==> src/hdl/wrm_pkg.sv <==
`default_nettype none
package wrm_pkg;

	localparam int SAMPLE_BITS    = 10;
	localparam int SQ_BITS        = 2 * SAMPLE_BITS;
	localparam int SUM_BITS       = 28;
	localparam int CNT_BITS       = 9;
	localparam int WLEN_BITS      = 9;
	localparam int SCALE_BITS     = 12;
	localparam int RMS_BITS       = 10;
	localparam int FREQ_BITS      = 12;
	localparam int DVS_BITS       = 10;
	localparam int REM_BITS       = 11;
	localparam int PROD_BITS      = RMS_BITS + SCALE_BITS;
	localparam int MAX_WINDOW     = 256;
	localparam int FS_SHIFT       = 10;
	localparam int FULL_SCALE_DIV = (1 << FS_SHIFT) - 1;
	localparam int FS_Q_BITS      = PROD_BITS - FS_SHIFT + 1;
	localparam int FS_Z_BITS      = FS_SHIFT + 1;
	localparam int DIV_STEPS      = SUM_BITS;
	localparam int SQRT_STEPS     = RMS_BITS;
	localparam int PC_BITS        = 4;
	localparam int LOOP_BITS      = 5;
	localparam int ADDR_BITS      = 3;

	localparam logic [WLEN_BITS-1:0]  WLEN_RESET  = 9'd5;
	localparam logic [SCALE_BITS-1:0] SCALE_RESET = 12'd200;

	// register indexes, taken from paddr[2]
	localparam logic REG_WINDOW_LEN = 1'b0;
	localparam logic REG_FREQ_SCALE = 1'b1;

	typedef enum logic [3:0] {
		OP_NOP,
		OP_SQUARE,
		OP_ACCUM,
		OP_DIV_LOAD,
		OP_DIV_STEP,
		OP_SQRT_LOAD,
		OP_SQRT_STEP,
		OP_FREQ_LOAD,
		OP_OUT_LOAD
	} op_t;

	typedef enum logic [2:0] {
		COND_NEXT,
		COND_WAIT_IN,
		COND_JUMP_SHORT,
		COND_LOOP,
		COND_WAIT_OUT,
		COND_GOTO
	} cond_t;

	typedef enum logic [1:0] {
		LOOP_KEEP,
		LOOP_DIV,
		LOOP_SQRT
	} loop_ld_t;

	typedef struct packed {
		op_t                 op;
		cond_t               cond;
		loop_ld_t            loop_ld;
		logic [PC_BITS-1:0]  target;
	} uword_t;

	typedef struct packed {
		logic short_win;
		logic out_free;
	} status_t;

	typedef struct packed {
		logic [WLEN_BITS-1:0]  window_len;
		logic [SCALE_BITS-1:0] freq_scale;
	} cfg_t;

	localparam logic [LOOP_BITS-1:0] DIV_LOOP_INIT  = LOOP_BITS'(DIV_STEPS - 1);
	localparam logic [LOOP_BITS-1:0] SQRT_LOOP_INIT = LOOP_BITS'(SQRT_STEPS - 1);

	// microprogram
	function automatic uword_t ucode(input logic [PC_BITS-1:0] pc);
		uword_t w;
		w = '{OP_NOP, COND_GOTO, LOOP_KEEP, 4'd0};
		case (pc)
			4'd0: w = '{OP_SQUARE,    COND_WAIT_IN,    LOOP_KEEP, 4'd0};
			4'd1: w = '{OP_ACCUM,     COND_NEXT,       LOOP_KEEP, 4'd0};
			4'd2: w = '{OP_NOP,       COND_JUMP_SHORT, LOOP_KEEP, 4'd0};
			4'd3: w = '{OP_DIV_LOAD,  COND_NEXT,       LOOP_DIV,  4'd0};
			4'd4: w = '{OP_DIV_STEP,  COND_LOOP,       LOOP_KEEP, 4'd4};
			4'd5: w = '{OP_SQRT_LOAD, COND_NEXT,       LOOP_SQRT, 4'd0};
			4'd6: w = '{OP_SQRT_STEP, COND_LOOP,       LOOP_KEEP, 4'd6};
			4'd7: w = '{OP_FREQ_LOAD, COND_NEXT,       LOOP_KEEP, 4'd0};
			4'd8: w = '{OP_OUT_LOAD,  COND_WAIT_OUT,   LOOP_KEEP, 4'd0};
			default: w = '{OP_NOP, COND_GOTO, LOOP_KEEP, 4'd0};
		endcase
		return w;
	endfunction

endpackage
`default_nettype wire

==> src/hdl/wrm_apb_regs.sv <==
`default_nettype none
module wrm_apb_regs (
	input  wire logic                         clk,
	input  wire logic                         arst_n,
	input  wire logic                         psel,
	input  wire logic                         penable,
	input  wire logic                         pwrite,
	input  wire logic [wrm_pkg::ADDR_BITS-1:0] paddr,
	input  wire logic [31:0]                  pwdata,
	output logic      [31:0]                  prdata,
	output logic                              pready,
	output wrm_pkg::cfg_t                     cfg
);

	logic [wrm_pkg::WLEN_BITS-1:0]  wlen_q;
	logic [wrm_pkg::SCALE_BITS-1:0] scale_q;
	logic                           wr_en;

	assign pready = 1'b1;
	assign wr_en  = psel && penable && pwrite;

	always_ff @(posedge clk or negedge arst_n) begin
		if (!arst_n) begin
			wlen_q  <= wrm_pkg::WLEN_RESET;
			scale_q <= wrm_pkg::SCALE_RESET;
		end else if (wr_en) begin
			case (paddr[2])
				wrm_pkg::REG_WINDOW_LEN: wlen_q  <= pwdata[wrm_pkg::WLEN_BITS-1:0];
				wrm_pkg::REG_FREQ_SCALE: scale_q <= pwdata[wrm_pkg::SCALE_BITS-1:0];
				default: ;
			endcase
		end
	end

	always_comb begin
		case (paddr[2])
			wrm_pkg::REG_WINDOW_LEN: prdata = {{(32-wrm_pkg::WLEN_BITS){1'b0}}, wlen_q};
			wrm_pkg::REG_FREQ_SCALE: prdata = {{(32-wrm_pkg::SCALE_BITS){1'b0}}, scale_q};
			default:                 prdata = '0;
		endcase
	end

	assign cfg.window_len = wlen_q;
	assign cfg.freq_scale = scale_q;

endmodule
`default_nettype wire

==> src/hdl/wrm_sequencer.sv <==
`default_nettype none
module wrm_sequencer (
	input  wire logic             clk,
	input  wire logic             arst_n,
	input  wire logic             in_valid,
	input  wrm_pkg::status_t      status,
	output logic                  in_ready,
	output wrm_pkg::op_t          op
);

	logic [wrm_pkg::PC_BITS-1:0]   pc_q;
	logic [wrm_pkg::LOOP_BITS-1:0] loop_q;
	wrm_pkg::uword_t               uw;
	logic                          fire;
	logic [wrm_pkg::PC_BITS-1:0]   pc_nxt;

	assign uw       = wrm_pkg::ucode(pc_q);
	assign in_ready = (uw.cond == wrm_pkg::COND_WAIT_IN);

	always_comb begin
		fire   = 1'b1;
		pc_nxt = pc_q + 1'b1;
		case (uw.cond)
			wrm_pkg::COND_NEXT: ;
			wrm_pkg::COND_WAIT_IN: begin
				fire   = in_valid;
				pc_nxt = in_valid ? pc_q + 1'b1 : pc_q;
			end
			wrm_pkg::COND_JUMP_SHORT: begin
				if (status.short_win) pc_nxt = uw.target;
			end
			wrm_pkg::COND_LOOP: begin
				if (loop_q != '0) pc_nxt = uw.target;
			end
			wrm_pkg::COND_WAIT_OUT: begin
				fire   = status.out_free;
				pc_nxt = status.out_free ? uw.target : pc_q;
			end
			wrm_pkg::COND_GOTO: pc_nxt = uw.target;
			default: pc_nxt = '0;
		endcase
	end

	assign op = fire ? uw.op : wrm_pkg::OP_NOP;

	always_ff @(posedge clk or negedge arst_n) begin
		if (!arst_n) begin
			pc_q   <= '0;
			loop_q <= '0;
		end else begin
			pc_q <= pc_nxt;
			if (fire) begin
				case (uw.loop_ld)
					wrm_pkg::LOOP_DIV:  loop_q <= wrm_pkg::DIV_LOOP_INIT;
					wrm_pkg::LOOP_SQRT: loop_q <= wrm_pkg::SQRT_LOOP_INIT;
					default: begin
						if (uw.cond == wrm_pkg::COND_LOOP && loop_q != '0)
							loop_q <= loop_q - 1'b1;
					end
				endcase
			end
		end
	end

	property p_loop_only_in_loops;
		@(posedge clk) disable iff (!arst_n)
		(uw.cond == wrm_pkg::COND_LOOP && loop_q != '0) |=> (pc_q == $past(pc_q));
	endproperty
	a_loop_only_in_loops: assert property (p_loop_only_in_loops)
		else $error("loop step did not repeat");

endmodule
`default_nettype wire

==> src/hdl/wrm_datapath.sv <==
`default_nettype none
module wrm_datapath (
	input  wire logic                            clk,
	input  wire logic                            arst_n,
	input  wrm_pkg::op_t                         op,
	input  wire logic [wrm_pkg::SAMPLE_BITS-1:0] sample,
	input  wrm_pkg::cfg_t                        cfg,
	input  wire logic                            out_ready,
	output wrm_pkg::status_t                     status,
	output logic                                 out_valid,
	output logic [wrm_pkg::RMS_BITS-1:0]         rms_value,
	output logic [wrm_pkg::FREQ_BITS-1:0]        tone_freq
);

	logic [wrm_pkg::SQ_BITS-1:0]    sq_q;
	logic [wrm_pkg::SUM_BITS-1:0]   sum_q;
	logic [wrm_pkg::CNT_BITS-1:0]   cnt_q;
	logic [wrm_pkg::SUM_BITS-1:0]   dvd_q;
	logic [wrm_pkg::DVS_BITS-1:0]   dvs_q;
	logic [wrm_pkg::REM_BITS-1:0]   rem_q;
	logic [wrm_pkg::RMS_BITS-1:0]   root_q;
	logic [wrm_pkg::RMS_BITS-1:0]   rms_q;
	logic [wrm_pkg::FREQ_BITS-1:0]  freq_q;
	logic                           out_valid_q;

	logic [wrm_pkg::CNT_BITS-1:0]   win;
	logic [wrm_pkg::RMS_BITS-1:0]   mul_a;
	logic [wrm_pkg::SCALE_BITS-1:0] mul_b;
	logic [wrm_pkg::PROD_BITS-1:0]  prod;
	logic [wrm_pkg::REM_BITS-1:0]   div_t;
	logic                           div_ge;
	logic [wrm_pkg::REM_BITS+1:0]   sq_r;
	logic [wrm_pkg::REM_BITS+1:0]   sq_t;
	logic                           sq_ge;
	logic [wrm_pkg::FS_Q_BITS-1:0]  fs_y;
	logic [wrm_pkg::FS_Z_BITS-1:0]  fs_z;
	logic                           fs_ge;
	logic [wrm_pkg::FS_Q_BITS-1:0]  fs_q;

	// window length clamped to 1..MAX_WINDOW
	always_comb begin
		if (cfg.window_len == '0)
			win = wrm_pkg::CNT_BITS'(1);
		else if (cfg.window_len > wrm_pkg::WLEN_BITS'(wrm_pkg::MAX_WINDOW))
			win = wrm_pkg::CNT_BITS'(wrm_pkg::MAX_WINDOW);
		else
			win = cfg.window_len;
	end

	// one shared multiplier: sample squared, or rms times scale
	assign mul_a = (op == wrm_pkg::OP_SQUARE) ? sample : root_q;
	assign mul_b = (op == wrm_pkg::OP_SQUARE) ? {2'b00, sample} : cfg.freq_scale;
	assign prod  = mul_a * mul_b;

	// restoring divide, one quotient bit a step
	assign div_t  = {rem_q[wrm_pkg::DVS_BITS-1:0], dvd_q[wrm_pkg::SUM_BITS-1]};
	assign div_ge = div_t >= {1'b0, dvs_q};

	// digit-by-digit square root, two radicand bits a step
	assign sq_r  = {rem_q, dvd_q[wrm_pkg::SQ_BITS-1 -: 2]};
	assign sq_t  = {1'b0, root_q, 2'b01};
	assign sq_ge = sq_r >= sq_t;

	// divide by 1023: x = 1023*(x>>10) + (x>>10) + (x&1023), folded twice,
	// leaving a remainder below 2046 that needs one compare
	assign fs_y  = wrm_pkg::FS_Q_BITS'(dvd_q[wrm_pkg::PROD_BITS-1:wrm_pkg::FS_SHIFT])
	             + wrm_pkg::FS_Q_BITS'(dvd_q[wrm_pkg::FS_SHIFT-1:0]);
	assign fs_z  = wrm_pkg::FS_Z_BITS'(fs_y[wrm_pkg::FS_Q_BITS-1:wrm_pkg::FS_SHIFT])
	             + wrm_pkg::FS_Z_BITS'(fs_y[wrm_pkg::FS_SHIFT-1:0]);
	assign fs_ge = fs_z >= wrm_pkg::FS_Z_BITS'(wrm_pkg::FULL_SCALE_DIV);
	assign fs_q  = wrm_pkg::FS_Q_BITS'(dvd_q[wrm_pkg::PROD_BITS-1:wrm_pkg::FS_SHIFT])
	             + wrm_pkg::FS_Q_BITS'(fs_y[wrm_pkg::FS_Q_BITS-1:wrm_pkg::FS_SHIFT])
	             + wrm_pkg::FS_Q_BITS'(fs_ge);

	assign status.short_win = cnt_q < win;
	assign status.out_free  = !out_valid_q || out_ready;

	always_ff @(posedge clk or negedge arst_n) begin
		if (!arst_n) begin
			sum_q       <= '0;
			cnt_q       <= '0;
			out_valid_q <= 1'b0;
		end else begin
			if (op == wrm_pkg::OP_OUT_LOAD)
				out_valid_q <= 1'b1;
			else if (out_valid_q && out_ready)
				out_valid_q <= 1'b0;
			case (op)
				wrm_pkg::OP_ACCUM: begin
					sum_q <= sum_q + {{(wrm_pkg::SUM_BITS-wrm_pkg::SQ_BITS){1'b0}}, sq_q};
					cnt_q <= cnt_q + 1'b1;
				end
				wrm_pkg::OP_DIV_LOAD: begin
					sum_q <= '0;
					cnt_q <= '0;
				end
				default: ;
			endcase
		end
	end

	always_ff @(posedge clk) begin
		case (op)
			wrm_pkg::OP_SQUARE: sq_q <= prod[wrm_pkg::SQ_BITS-1:0];
			wrm_pkg::OP_DIV_LOAD: begin
				dvd_q <= sum_q;
				dvs_q <= {1'b0, cnt_q};
				rem_q <= '0;
			end
			wrm_pkg::OP_DIV_STEP: begin
				rem_q <= div_ge ? div_t - {1'b0, dvs_q} : div_t;
				dvd_q <= {dvd_q[wrm_pkg::SUM_BITS-2:0], div_ge};
			end
			wrm_pkg::OP_SQRT_LOAD: begin
				rem_q  <= '0;
				root_q <= '0;
			end
			wrm_pkg::OP_SQRT_STEP: begin
				rem_q  <= sq_ge ? wrm_pkg::REM_BITS'(sq_r - sq_t)
				                : sq_r[wrm_pkg::REM_BITS-1:0];
				root_q <= {root_q[wrm_pkg::RMS_BITS-2:0], sq_ge};
				dvd_q  <= {dvd_q[wrm_pkg::SUM_BITS-3:0], 2'b00};
			end
			wrm_pkg::OP_FREQ_LOAD: begin
				dvd_q <= {{(wrm_pkg::SUM_BITS-wrm_pkg::PROD_BITS){1'b0}}, prod};
			end
			wrm_pkg::OP_OUT_LOAD: begin
				rms_q  <= root_q;
				freq_q <= (fs_q > wrm_pkg::FS_Q_BITS'({wrm_pkg::FREQ_BITS{1'b1}}))
				          ? {wrm_pkg::FREQ_BITS{1'b1}} : fs_q[wrm_pkg::FREQ_BITS-1:0];
			end
			default: ;
		endcase
	end

	assign out_valid = out_valid_q;
	assign rms_value = rms_q;
	assign tone_freq = freq_q;

	property p_rem_below_divisor;
		@(posedge clk) disable iff (!arst_n)
		(op == wrm_pkg::OP_DIV_STEP) |-> ({1'b0, rem_q} < {2'b00, dvs_q});
	endproperty
	a_rem_below_divisor: assert property (p_rem_below_divisor)
		else $error("divider remainder not below divisor");

	property p_window_cleared;
		@(posedge clk) disable iff (!arst_n)
		(op == wrm_pkg::OP_DIV_LOAD) |=> (sum_q == '0 && cnt_q == '0);
	endproperty
	a_window_cleared: assert property (p_window_cleared)
		else $error("accumulator not cleared after window");

	property p_count_bounded;
		@(posedge clk) disable iff (!arst_n)
		cnt_q <= wrm_pkg::CNT_BITS'(wrm_pkg::MAX_WINDOW);
	endproperty
	a_count_bounded: assert property (p_count_bounded)
		else $error("sample count beyond window limit");

	property p_no_overwrite;
		@(posedge clk) disable iff (!arst_n)
		(op == wrm_pkg::OP_OUT_LOAD) |-> (!out_valid_q || out_ready);
	endproperty
	a_no_overwrite: assert property (p_no_overwrite)
		else $error("result register overwritten while held");

endmodule
`default_nettype wire

==> src/hdl/windowed_rms_meter.sv <==
// channel   dir  signals                         contents
// s_axis    in   s_tvalid s_tready s_tdata[15:0]  [9:0] sample
// m_axis    out  m_tvalid m_tready m_tdata[23:0]  [9:0] rms_value, [21:10] tone_freq
// apb       in   psel penable pwrite paddr pwdata 0x0 window_len, 0x4 freq_scale
//
// A sample that does not close a window is squared, accumulated and tested.
// A sample that closes a window goes on to 28 divide steps for the mean and
// 10 root steps that share one datapath, run by the microcode loop counter; then
// rms * scale is formed and folded by 1023 into the result register.
// Reset clears the accumulator, count and sequencer; registers return to 5 and 200.
// The result register is one deep: samples keep being taken while a result waits,
// and only the end of the next window stalls until m_tready drains it.
`default_nettype none
module windowed_rms_meter (
	input  wire logic                          clk,
	input  wire logic                          arst_n,
	input  wire logic                          s_tvalid,
	output logic                               s_tready,
	input  wire logic [15:0]                   s_tdata,   // [9:0] sample
	output logic                               m_tvalid,
	input  wire logic                          m_tready,
	output logic      [23:0]                   m_tdata,   // [9:0] rms_value, [21:10] tone_freq
	input  wire logic                          psel,
	input  wire logic                          penable,
	input  wire logic                          pwrite,
	input  wire logic [wrm_pkg::ADDR_BITS-1:0] paddr,
	input  wire logic [31:0]                   pwdata,
	output logic      [31:0]                   prdata,
	output logic                               pready
);

	wrm_pkg::cfg_t                     cfg;
	wrm_pkg::status_t                  status;
	wrm_pkg::op_t                      op;
	logic [wrm_pkg::RMS_BITS-1:0]      rms_value;
	logic [wrm_pkg::FREQ_BITS-1:0]     tone_freq;

	// configuration registers
	wrm_apb_regs u_regs (
		.clk     (clk),
		.arst_n  (arst_n),
		.psel    (psel),
		.penable (penable),
		.pwrite  (pwrite),
		.paddr   (paddr),
		.pwdata  (pwdata),
		.prdata  (prdata),
		.pready  (pready),
		.cfg     (cfg)
	);

	// step counter, loop counter and microcode table
	wrm_sequencer u_seq (
		.clk      (clk),
		.arst_n   (arst_n),
		.in_valid (s_tvalid),
		.status   (status),
		.in_ready (s_tready),
		.op       (op)
	);

	// accumulator, shared multiplier, divide and root step logic, result register
	wrm_datapath u_dp (
		.clk       (clk),
		.arst_n    (arst_n),
		.op        (op),
		.sample    (s_tdata[wrm_pkg::SAMPLE_BITS-1:0]),
		.cfg       (cfg),
		.out_ready (m_tready),
		.status    (status),
		.out_valid (m_tvalid),
		.rms_value (rms_value),
		.tone_freq (tone_freq)
	);

	assign m_tdata = {2'b00, tone_freq, rms_value};

endmodule
`default_nettype wire
==> config.mk <==
export PLATFORM = sky130hd
export DESIGN_NAME = windowed_rms_meter
export DESIGN_NICKNAME = d
export VERILOG_FILES = /design/src/hdl/wrm_pkg.sv /design/src/hdl/wrm_apb_regs.sv /design/src/hdl/wrm_sequencer.sv /design/src/hdl/wrm_datapath.sv /design/src/hdl/windowed_rms_meter.sv
export SDC_FILE = /design/constraint.sdc
export NUM_CORES = 1
export LEC_CHECK = 0
export BUFFER_PORTS_ARGS = -buffer_cell sky130_fd_sc_hd__buf_2
export CAP_MARGIN = 30
export CORE_MARGIN = 3
export CORE_UTILIZATION = 45
export DETAILED_ROUTE_END_ITERATION = 6
export SYNTH_ARGS = -nofsm -noshare
export SYNTH_HDL_FRONTEND = slang
export SYNTH_SLANG_ARGS = --single-unit
==> constraint.sdc <==
create_clock -name clk -period 11.19 [get_ports clk]
set_input_delay 1.119 -clock clk [delete_from_list [all_inputs] [get_ports clk]]
set_output_delay 1.119 -clock clk [all_outputs]
set_load 0.03 [all_outputs]
Yosys cells after proc, flatten, opt, wreduce, memory -nomap -nowiden
Memories as Yosys holds them, arrays and structs flattened.
Index checks and enable logic that the tools add are counted.

storage, ports and cells
  register bits after elaboration = 168
  ROM bits = 176
  bits of input ports = 58
  memories = 1

memories
  name              words  width  rd ports  clocked after Yosys merged registers in  write ports  RTL line       source
  (name not given)  16     11     1         0                                        0            wrm_pkg.sv:84  case (pc)

operators by class
  $add $sub $neg = 10
  multiply operators = 1
  $lt $le $gt $ge = 6
  equal/unequal tests = 17
  muxes and demuxes = 23
  bitwise logic cells = 1
  reduce and logical (&&, ||, !) cells = 20

operators by type and width
  operator                number
  $pmux W28 S4            1
  $pmux W32 S2            1
  $pmux W28 S2            1
  $pmux W11 S3            1
  $add A28 B20 Y28        1
  $pmux W4 S6             1
  $mul A10 B12 Y22        1
  $mux W11                2
  $mux W4                 5
  $pmux W10 S2            1
  $mux W9                 2
  $pmux W9 S2             1
  $eq A4 B3 Y1 const B    4
  $add A12 B10 Y13        1
  $add A12 B3 Y13         1
  $add A13 B1 Y13         1
  $ge A13 B12 Y1          1
  $gt A13 B12 Y1 const B  1
  $mux W12                1
  $add A3 B10 Y11         1
  $ge A11 B10 Y1 const B  1
  $ge A11 B9 Y1           1
  $sub A11 B11 Y11        1
  $sub A11 B9 Y11         1
  32 further kinds        45

Logic depth before layout (Yosys ltp)
Gate-level depths: netlist of run 1.

  word-level depth = 8
  mapped depth = 30
  mapped depth without buffers = 26

Modules after synthesis
From an unflattened synthesis of run 1, not the netlist that was laid out.

second synthesis, totals
  cell total of the unflattened synthesis = 1607
  area total of the unflattened synthesis = 15178.3 um^2

modules (own cells, without submodules)
  module              times used  cells an instance  area an instance (um^2)  sequential area each (um^2)
  wrm_datapath        1           1433               13193.9                  3953.8
  wrm_apb_regs        1           81                 1143.6                   531.8
  wrm_sequencer       1           90                 822.0                    225.2
  windowed_rms_meter  1           3                  18.8                     0.0

Worst setup path before layout of run 1
Ideal clock, no wire load.

  kind = register to register
  start point = register u_seq.pc_q[0] in the netlist's numbering
  end point = register u_dp.dvd_q[20] in the netlist's numbering, data pin
  setup time = 0.256 ns
  arrival = 7.458 ns
  slack = 3.477 ns
  stages on the path, launching flop included = 27
  path buffers = 4
  clock period less this slack = 7.713 ns
  cell sequence = dfrtp_1 -> clkbuf_1 -> clkinv_1 -> ha_1 -> or3b_1 -> clkbuf_1 -> nand3_1 -> inv_1 -> buf_2 -> clkbuf_1 -> nand2_1 -> o21ai_0 -> nand2_1 -> fa_1 -> fa_1 -> inv_1 -> fa_1 -> fa_1 -> inv_1 -> fa_1 -> inv_1 -> ha_1 -> or4_1 -> o211ai_1 -> a2111oi_0 -> or3_1 -> a31o_2

on the way
  longest elaborated chain between the ends = 8
  elaborated cells between the ends (all ways) = 14
  those cells by class = mul (1); eq/ne (7); mux (5); memory (1)

ends and longest elaborated chain
  what                                                 RTL line                                source
  start, declared                                      wrm_sequencer.sv:11                     logic [wrm_pkg::PC_BITS-1:0] pc_q;
  start signal, assigned                               wrm_sequencer.sv:51                     pc_q <= pc_nxt;
  $mem_v2 Z16 W11 (*)                                  -
  $eq A3 B3 Y1 / $eq A3 B1 Y1 (equally long branches)  wrm_sequencer.sv:23                     case (uw.cond)
  $pmux W1 S2                                          wrm_sequencer.sv:23
  $mux W4 (*)                                          wrm_sequencer.sv:44                     assign op = fire ? uw.op : wrm_pkg::OP_NOP;
  $eq A4 B1 Y1                                         wrm_datapath.sv:51, wrm_datapath.sv:52
  $mux W10 / $mux W12 (equally long branches)          wrm_datapath.sv:51, wrm_datapath.sv:52
  $mul A10 B12 Y22                                     wrm_datapath.sv:53                      assign prod = mul_a * mul_b;
  $pmux W28 S4 (*)                                     wrm_datapath.sv:103                     case (op)
  end signal, assigned                                 wrm_datapath.sv:106                     dvd_q <= sum_q;
  end signal, assigned                                 wrm_datapath.sv:112                     dvd_q <= {dvd_q[wrm_pkg::SUM_BITS-2:0], div_ge};
  end signal, assigned                                 wrm_datapath.sv:122                     dvd_q <= {dvd_q[wrm_pkg::SUM_BITS-3:0], 2'b00};
  end, declared                                        wrm_datapath.sv:18                      logic [wrm_pkg::SUM_BITS-1:0] dvd_q;

Every way passes the cells marked *; elsewhere a longest branch is shown, timed or not.
A chain may end at the register's enable or synchronous reset.

Worst setup path in the final report of run 1
  start point = register u_seq.pc_q[1] in the netlist's numbering
  end point = register u_dp.dvd_q[20] in the netlist's numbering, data pin

The elaborated chain is that of the path after synthesis.

==> results of run 1 <==
## cells in the final DEF, fill, tap and decap left out, types with 19 or more instances in the layout
cell / count
nand2_1: 170
inv_1: 161
nor2_1: 145
ha_1: 130
edfxtp_1: 100
o21ai_0: 89
fa_1: 84
a21oi_1: 74
buf_2: 64
dfrtp_1: 63
xnor2_1: 43
mux2i_1: 43
mux2_2: 32
nand3_1: 26
conb_1: 23
xor2_1: 22
nand4_1: 19
## metrics by stage
stage | utilization | area, um2 | hold slack (ns)
final | 0.502 | 16100 | 0.498
after global routing | 0.502 | 16100 | 0.487
after CTS | 0.501 | 16000 | 0.522
after detailed placement | 0.483 | 15400 | 0.508
after global placement | 0.483 | 15400 | 0.495
after floorplan | - | 14900 | 0.470
## per-layer routing
metal | share of wire | wire (um) | up-vias
met1 | 0.46 | 17800 | 5761
met2 | 0.47 | 18000 | 346
met5 | 0 | 0 | -
met3 | 0.054 | 2070 | 53
met4 | 0.019 | 715 | 0
li1 | - | - | 5538
## path summary, 6_finish.rpt
path,slack [ns],end,start
min reg2reg,0.52,u_seq.loop_q[0]$_DFFE_PN0P_,u_seq.loop_q[0]$_DFFE_PN0P_
max reg2reg,2.40,u_dp.dvd_q[20]$_DFFE_PP_,u_seq.pc_q[1]$_DFFE_PN0P_
min in group clk,0.52,u_seq.loop_q[0]$_DFFE_PN0P_,u_seq.loop_q[0]$_DFFE_PN0P_
max,2.40,u_dp.dvd_q[20]$_DFFE_PP_,u_seq.pc_q[1]$_DFFE_PN0P_
max in group asynchronous,10.08,u_regs.scale_q[6]$_DFFE_PN1P_,arst_n
min,0.50,u_dp.sum_q[25]$_DFFE_PN0P_,arst_n
## worst reg2reg max path: stages, from the launching register on
cell	delay [ns]
dfrtp_1	0.60
buf_4	0.46
inv_1	0.19
ha_1	0.30
or3b_1	0.29
nand3_1	0.17
inv_1	0.42
buf_4	0.46
nand2_1	0.19
a21boi_2	0.27
or2_2	0.34
fa_1	0.48
fa_1	0.56
inv_1	0.06
fa_1	0.52
fa_1	0.59
inv_1	0.07
fa_1	0.54
inv_1	0.04
ha_1	0.22
or4_1	0.54
o211ai_1	0.38
a2111oi_0	0.24
or3_1	0.39
a31o_2	0.23
## cell families (layout without fill, tap and decap cells)
family | Yosys count | in the layout | synth area share
other | 2 | 25 | 0.000508
adders and majority gates | 214 | 214 | 0.224
and+or+nand+nor | 479 | 479 | 0.149
DFF | 168 | 168 | 0.319
xor gates and xnor gates | 65 | 65 | 0.0385
AOI/OAI and AO/OA | 330 | 330 | 0.147
buffers and inverters | 235 | 273 | 0.0668
muxes | 77 | 77 | 0.0555
## registers in the layout, indices dropped and copies added, names as in the netlist
name            cells
u_dp.dvs_q          9
u_seq.pc_q          4
u_regs.scale_q     12
u_seq.loop_q        5
u_regs.wlen_q       9
u_dp.root_q        10
u_dp.sq_q          20
u_dp.out_valid      1
u_dp.cnt_q          9
u_dp.rms_value     10
u_dp.tone_freq     12
u_dp.dvd_q         28
u_dp.sum_q         28
u_dp.rem_q         11
## cell type report
cell class | count | share of cell area
Inverter | 163 | 0.0381
Clock buffer | 18 | 0.0274
Clock inverter | 14 | 0.00764
Multi-Input combinational cell | 1188 | 0.571
Timing Repair Buffer | 78 | 0.0283
Tap cell | 435 | 0.0339
Sequential cell | 168 | 0.293
Antenna cell | 2 | 0.000312
==> key figures, run 1 <==
Final layout
  – Fillers: ~3k
  – Syn-to-layout area delta: 8.66%
  – Layout Nets: 1888
  – Storage cell area: 4710 um2
  – Multi-input logic area: 9170 um2
  – Finished Layout Cells: 2066
  – Share of layout cells above drive strength 1: 0.103

Setup path
  – Buf/Inv on CP: 7
  – Stages on worst setup path: 24
  – Required time worst endpoint: 11.39 ns
  – Setup crit end kind: flop
  – Crit path kind: reg2reg
  – CP peak stage delay: 0.60 ns
  – Data arrival, critical path: 8.99 ns
  – CP Cell Sequence: buf_4 > inv_1 > ha_1 > or3b_1 > nand3_1 > inv_1 > buf_4 > nand2_1 > a21boi_2 > or2_2 > fa_1 > fa_1 > inv_1 > fa_1 > fa_1 > inv_1 > fa_1 > inv_1 > ha_1 > or4_1 > o211ai_1 > a2111oi_0 > or3_1 > a31o_2
  – Slowest cell on crit path: dfrtp_1
  – Type of origin of the critical path: flop
  – Worst r2r path cells: 24
  – Crit path max-delay family: adder cells
  – Worst-path maximum fanout: 27

Synth
  – Syn Inst Count: 1570
  – Yosys top cell area share: 0.203
  – Synth async-reset ratio: 0.405
  – Mean area per synthesized cell: between 9 and 10 um2
  – Cell taking the most area after synthesis: edfxtp_1
  – Netlist cell types: 77
  – Most numerous cell in the Yosys netlist: nand2_1
  – Commonest cells in the netlist: nand2_1 (170), inv_1 (161), nor2_1 (145)
  – Synthesized area: 14800 um2
  – Yosys warns: 0
  – Sequential area share after synthesis: 0.319
  – Yosys reg bits: 168
  – Top cells by area, synth: edfxtp_1 (20%), fa_1 (11%), ha_1 (11%)
  – EDFF count, synth: 100
  – Ys flop type: edfxtp_1

Placement
  – Placed Instances: 2030
  – GPL Wtd Cong: 0.885
  – Setup WS pre-CTS: 2.44 ns
  – Post-DP HPWL: 30000 um
  – Port Buf Inserts: 65

Drt
  – DRC: 0
  – Vias per std cell: approximately 5.7
  – Iteration-0 DRC Markers: 888
  – WL per Instance: 18.6 um
  – Vias: 11.7k
  – First drt pass iteration count: 7
  – Final WL: between 30000 and 40000 um
  – Antenna viol nets, final: 0

Global route
  – Met3 Track Usage GR: 0.0272
  – Gr ovfl total: 0
  – GR Util met1: 0.310
  – Initial antenna violation count: 0
  – Largest net degree at the start of global routing: approximately 70
  – Global-route wire length before repair: 61800 um
  – Met2 Usage GRT: 0.361
  – GRT Total Usage: 0.220
  – Top Usage Layer GRT: met2
  – Vias in the first global route: between 10k and 15k

Clock network
  – CTS HTree Levels: 4
  – Skew-Pair Late Insertion Delay: 0.45 ns
  – Post-CTS setup repair buffer count: 0
  – Root buf cell: clkbuf_16
  – Reg clk slew, reported paths: 0.07 ns
  – CTS tree: done
  – CTS resizes: 0
  – Clock sink count: about 170
  – CTS Hold Buffers Added: 0
  – Maximum buffer depth of the clock tree: 2
  – Num CTS Buffers: 17

STA
  – Maximum clock rate: 114 MHz
  – Hold Fails Final Rpt: 0
  – Final period util: 0.786
  – Setup TNS: 0 ns
  – Unrepaired setup endpoints after global routing: false
  – Worst-Margin Slew: 0.985 ns
  – Final setup viols: 0
  – Clock skew: 0.0116 ns
  – PnR worst setup slack: 2.40 ns
  – Fin crit period: 8.79 ns
  – Max Slew Vio Count: 0
  – Slew headroom: 0.342

Floorplanning
  – Initial Util: 0.462
  – Die Ht: 187 um
  – # IOs: 117
  – Row count: 65
  – Core Footprint: roughly 32000 um2
  – Die area: about 35000 um2
  – Die X: around 190 um

Run
  – Max cap viols: 0

Status
  – Outcome: completed

Hold path
  – Hold Path Class: in2async
Power of run 1 is left out: the tool's default activity adds up to more than one toggle a clock period on the data nets, which glitch-free logic cannot reach.
==> run 2, diff against run 1 <==
==> constraint.sdc (replaced) <==
create_clock -name clk -period 8.1 [get_ports clk]
set_input_delay 0.81 -clock clk [delete_from_list [all_inputs] [get_ports clk]]
set_output_delay 0.81 -clock clk [all_outputs]
set_load 0.03 [all_outputs]
==> run 2 against run 1 <==
Net effect:
- clock skew is 0.0010 ns lower
- core utilization is 0.48 points higher
- worst setup slack worse by 2.0 ns
- first-iteration DRC count is 7.4% higher
- design area is 0.96% higher
==> key figures, run 2 (synthesized netlist as in run 1, its figures left out) <==
Status
  – Outcome: completed

Hold path
  – Hold Path Class: in2async

Drt
  – WL per Instance: 18.5 um (-0.95%)
  – DRC: 0 (unchanged)
  – First drt pass iteration count: 5 (-2)
  – Final WL: 38400 um (-0.23%)
  – Vias per std cell: 5.64 (-0.42%)
  – Vias: 11.7k (+0.30%)
  – Antenna viol nets, final: 0 (unchanged)
  – Iteration-0 DRC Markers: 954 (+7.4%)

Global route
  – Gr ovfl total: 0 (unchanged)
  – Vias in the first global route: 11.5k (-1.1%)
  – Initial antenna violation count: 1 (+1)
  – GRT Total Usage: 0.221 (+0.00107)
  – Largest net degree at the start of global routing: 63 (-8.7%)
  – Global-route wire length before repair: 62300 um (+0.79%)

Final layout
  – Most common cell after layout, fill and taps aside: nand2_1
  – # diodes: 0 (-2)
  – Finished Layout Cells: 2081 (+0.73%)
  – Biggest regs: u_dp.dvd_q: 28 flops, u_dp.sum_q: 28 flops, u_dp.sq_q: 20 flops
  – Syn-to-layout area delta: 9.70%
  – Finished Cell Area: 16200 um2 (+0.96%)
  – Layout Nets: 1905 (+0.90%)
  – Most frequent cells in the layout: nand2_1 (170), inv_1 (160), nor2_1 (145)
  – Share of layout cells above drive strength 1: 0.112 (+0.00927)

STA
  – Hold WS: 0.193 ns (-0.305 ns)
  – Final setup viols: 0 (unchanged)
  – Fin crit period: 7.69 ns (-1.10 ns)
  – Setup TNS: 0 ns (unchanged)
  – Max Slew Vio Count: 0 (unchanged)
  – Clock skew: 0.0105 ns (-0.00102 ns)
  – Maximum clock rate: 130 MHz (+14%)
  – Final period util: 0.950 (+0.164)
  – Unrepaired setup endpoints after global routing: false
  – Worst-Margin Slew: 0.853 ns (-0.132 ns)
  – Hold Fails Final Rpt: 0 (unchanged)
  – Slew headroom: 0.426 (+0.0833)

Clock network
  – Num CTS Buffers: 17 (unchanged)
  – Clock sink count: 168 (unchanged)
  – Maximum buffer depth of the clock tree: 2 (unchanged)
  – Root buf cell: clkbuf_16
  – Skew-Pair Late Insertion Delay: 0.44 ns (about the same)
  – CTS Hold Buffers Added: 0 (unchanged)
  – CTS HTree Levels: 4 (unchanged)
  – Reg clk slew, reported paths: 0.07 ns (about the same)
  – CTS tree: done

Setup path
  – Required time worst endpoint: 8.29 ns (-3.10 ns)
  – Data arrival, critical path: 7.89 ns (-1.10 ns)
  – Most frequent CP cell: fa_1
  – Type of origin of the critical path: flop
  – Setup crit end kind: flop
  – CP peak stage delay: 0.60 ns (about the same)
  – Slowest cell on crit path: fa_1
  – Crit path kind: reg2reg
  – Worst r2r path cells: 21 (-13%)
  – CP Cell Sequence: inv_1 > ha_1 > or3b_1 > nand3_1 > clkinvlp_4 > o21ai_0 > nand2_1 > fa_1 > fa_1 > inv_1 > fa_1 > fa_1 > inv_1 > fa_1 > inv_1 > ha_1 > or4_1 > o211ai_1 > a2111oi_0 > or3_1 > a31o_2
  – Worst-path maximum fanout: 13 (-52%)

Placement
  – Port Buf Inserts: 65 (unchanged)
  – Post-DP HPWL: 29800 um (-0.44%)
  – Area after DPL: 15600 um2 (+0.91%)
  – Placed Instances: 2046 (+0.79%)
  – GPL Wtd Cong: 0.864 (-2.4%)

Floorplanning
  – # IOs: 117 (unchanged)
  – Die X: 187 um (unchanged)
  – Die Ht: 187 um (unchanged)
  – Row count: 65 (unchanged)
  – Die area: 35000 um2 (unchanged)
  – Core Footprint: 32000 um2 (unchanged)
  – Initial Util: 0.462 (unchanged)

Run
  – Max cap viols: 0 (unchanged)
==> run 2: through the flow <==
stage	setup slack, ns	util
after detailed placement	0.269	0.488
after global routing	0.0819	0.507
after floorplan	0.387	-
final	0.408	0.507
after global placement	0.368	0.487
after CTS	0.307	0.506
==> run 2: layout make-up <==
cell class                 instances  area [um2]
clock buffer                      20         437
clock inverter                    12         154
fill                            2992       15800
inverter                         163         616
multi-input combinational       1188        9170
sequential                       168        4710
tap                              435         544
timing repair buffer              94         573
timing repair inverter             1        7.51
==> run 2: per-layer routing <==
| metal | global-route usage | wire (um) | vias to the layer above |
|---|---|---|---|
| met1 | 0.316 | 18000 | 5804 |
| met2 | 0.357 | 17900 | 318 |
| met3 | 0.0285 | 1830 | 42 |
| li1 | - | - | 5569 |
| met4 | 0.0570 | 651 | 0 |
| met5 | 0 | 0 | - |
==> run 2: final timing paths <==
check	endpoint	slack, ns	startpoint
hold reg to reg	u_dp.out_valid$_DFFE_PN0P_	0.52	u_dp.out_valid$_DFFE_PN0P_
setup reg to reg	u_dp.dvd_q[20]$_DFFE_PP_	0.41	u_seq.pc_q[1]$_DFFE_PN0P_
max in group asynchronous	u_regs.scale_q[3]$_DFFE_PN1P_	7.30	arst_n
setup / recovery	u_dp.dvd_q[20]$_DFFE_PP_	0.41	u_seq.pc_q[1]$_DFFE_PN0P_
min in group clk	u_dp.out_valid$_DFFE_PN0P_	0.52	u_dp.out_valid$_DFFE_PN0P_
hold / removal	u_dp.sum_q[25]$_DFFE_PN0P_	0.19	arst_n
==> run 2: critical path, delay by kind of cell (launching register included) <==
family,cells,cell delay (ns)
buffers and inverters,5,0.77
adders and majority gates,7,3.15
AOI/OAI and AO/OA,4,1.26
and+or+nand+nor,5,1.88
DFF,1,0.40
==> run 2: repair_timing <==
| item | 4_1_cts | 5_1_grt |
|---|---|---|
| buffers inserted | 0 | 1 |
| resized for setup | 0 | 3 |
| endpoints found under the setup margin | 0 | 1 |
Power of run 2 is left out for the same reason.
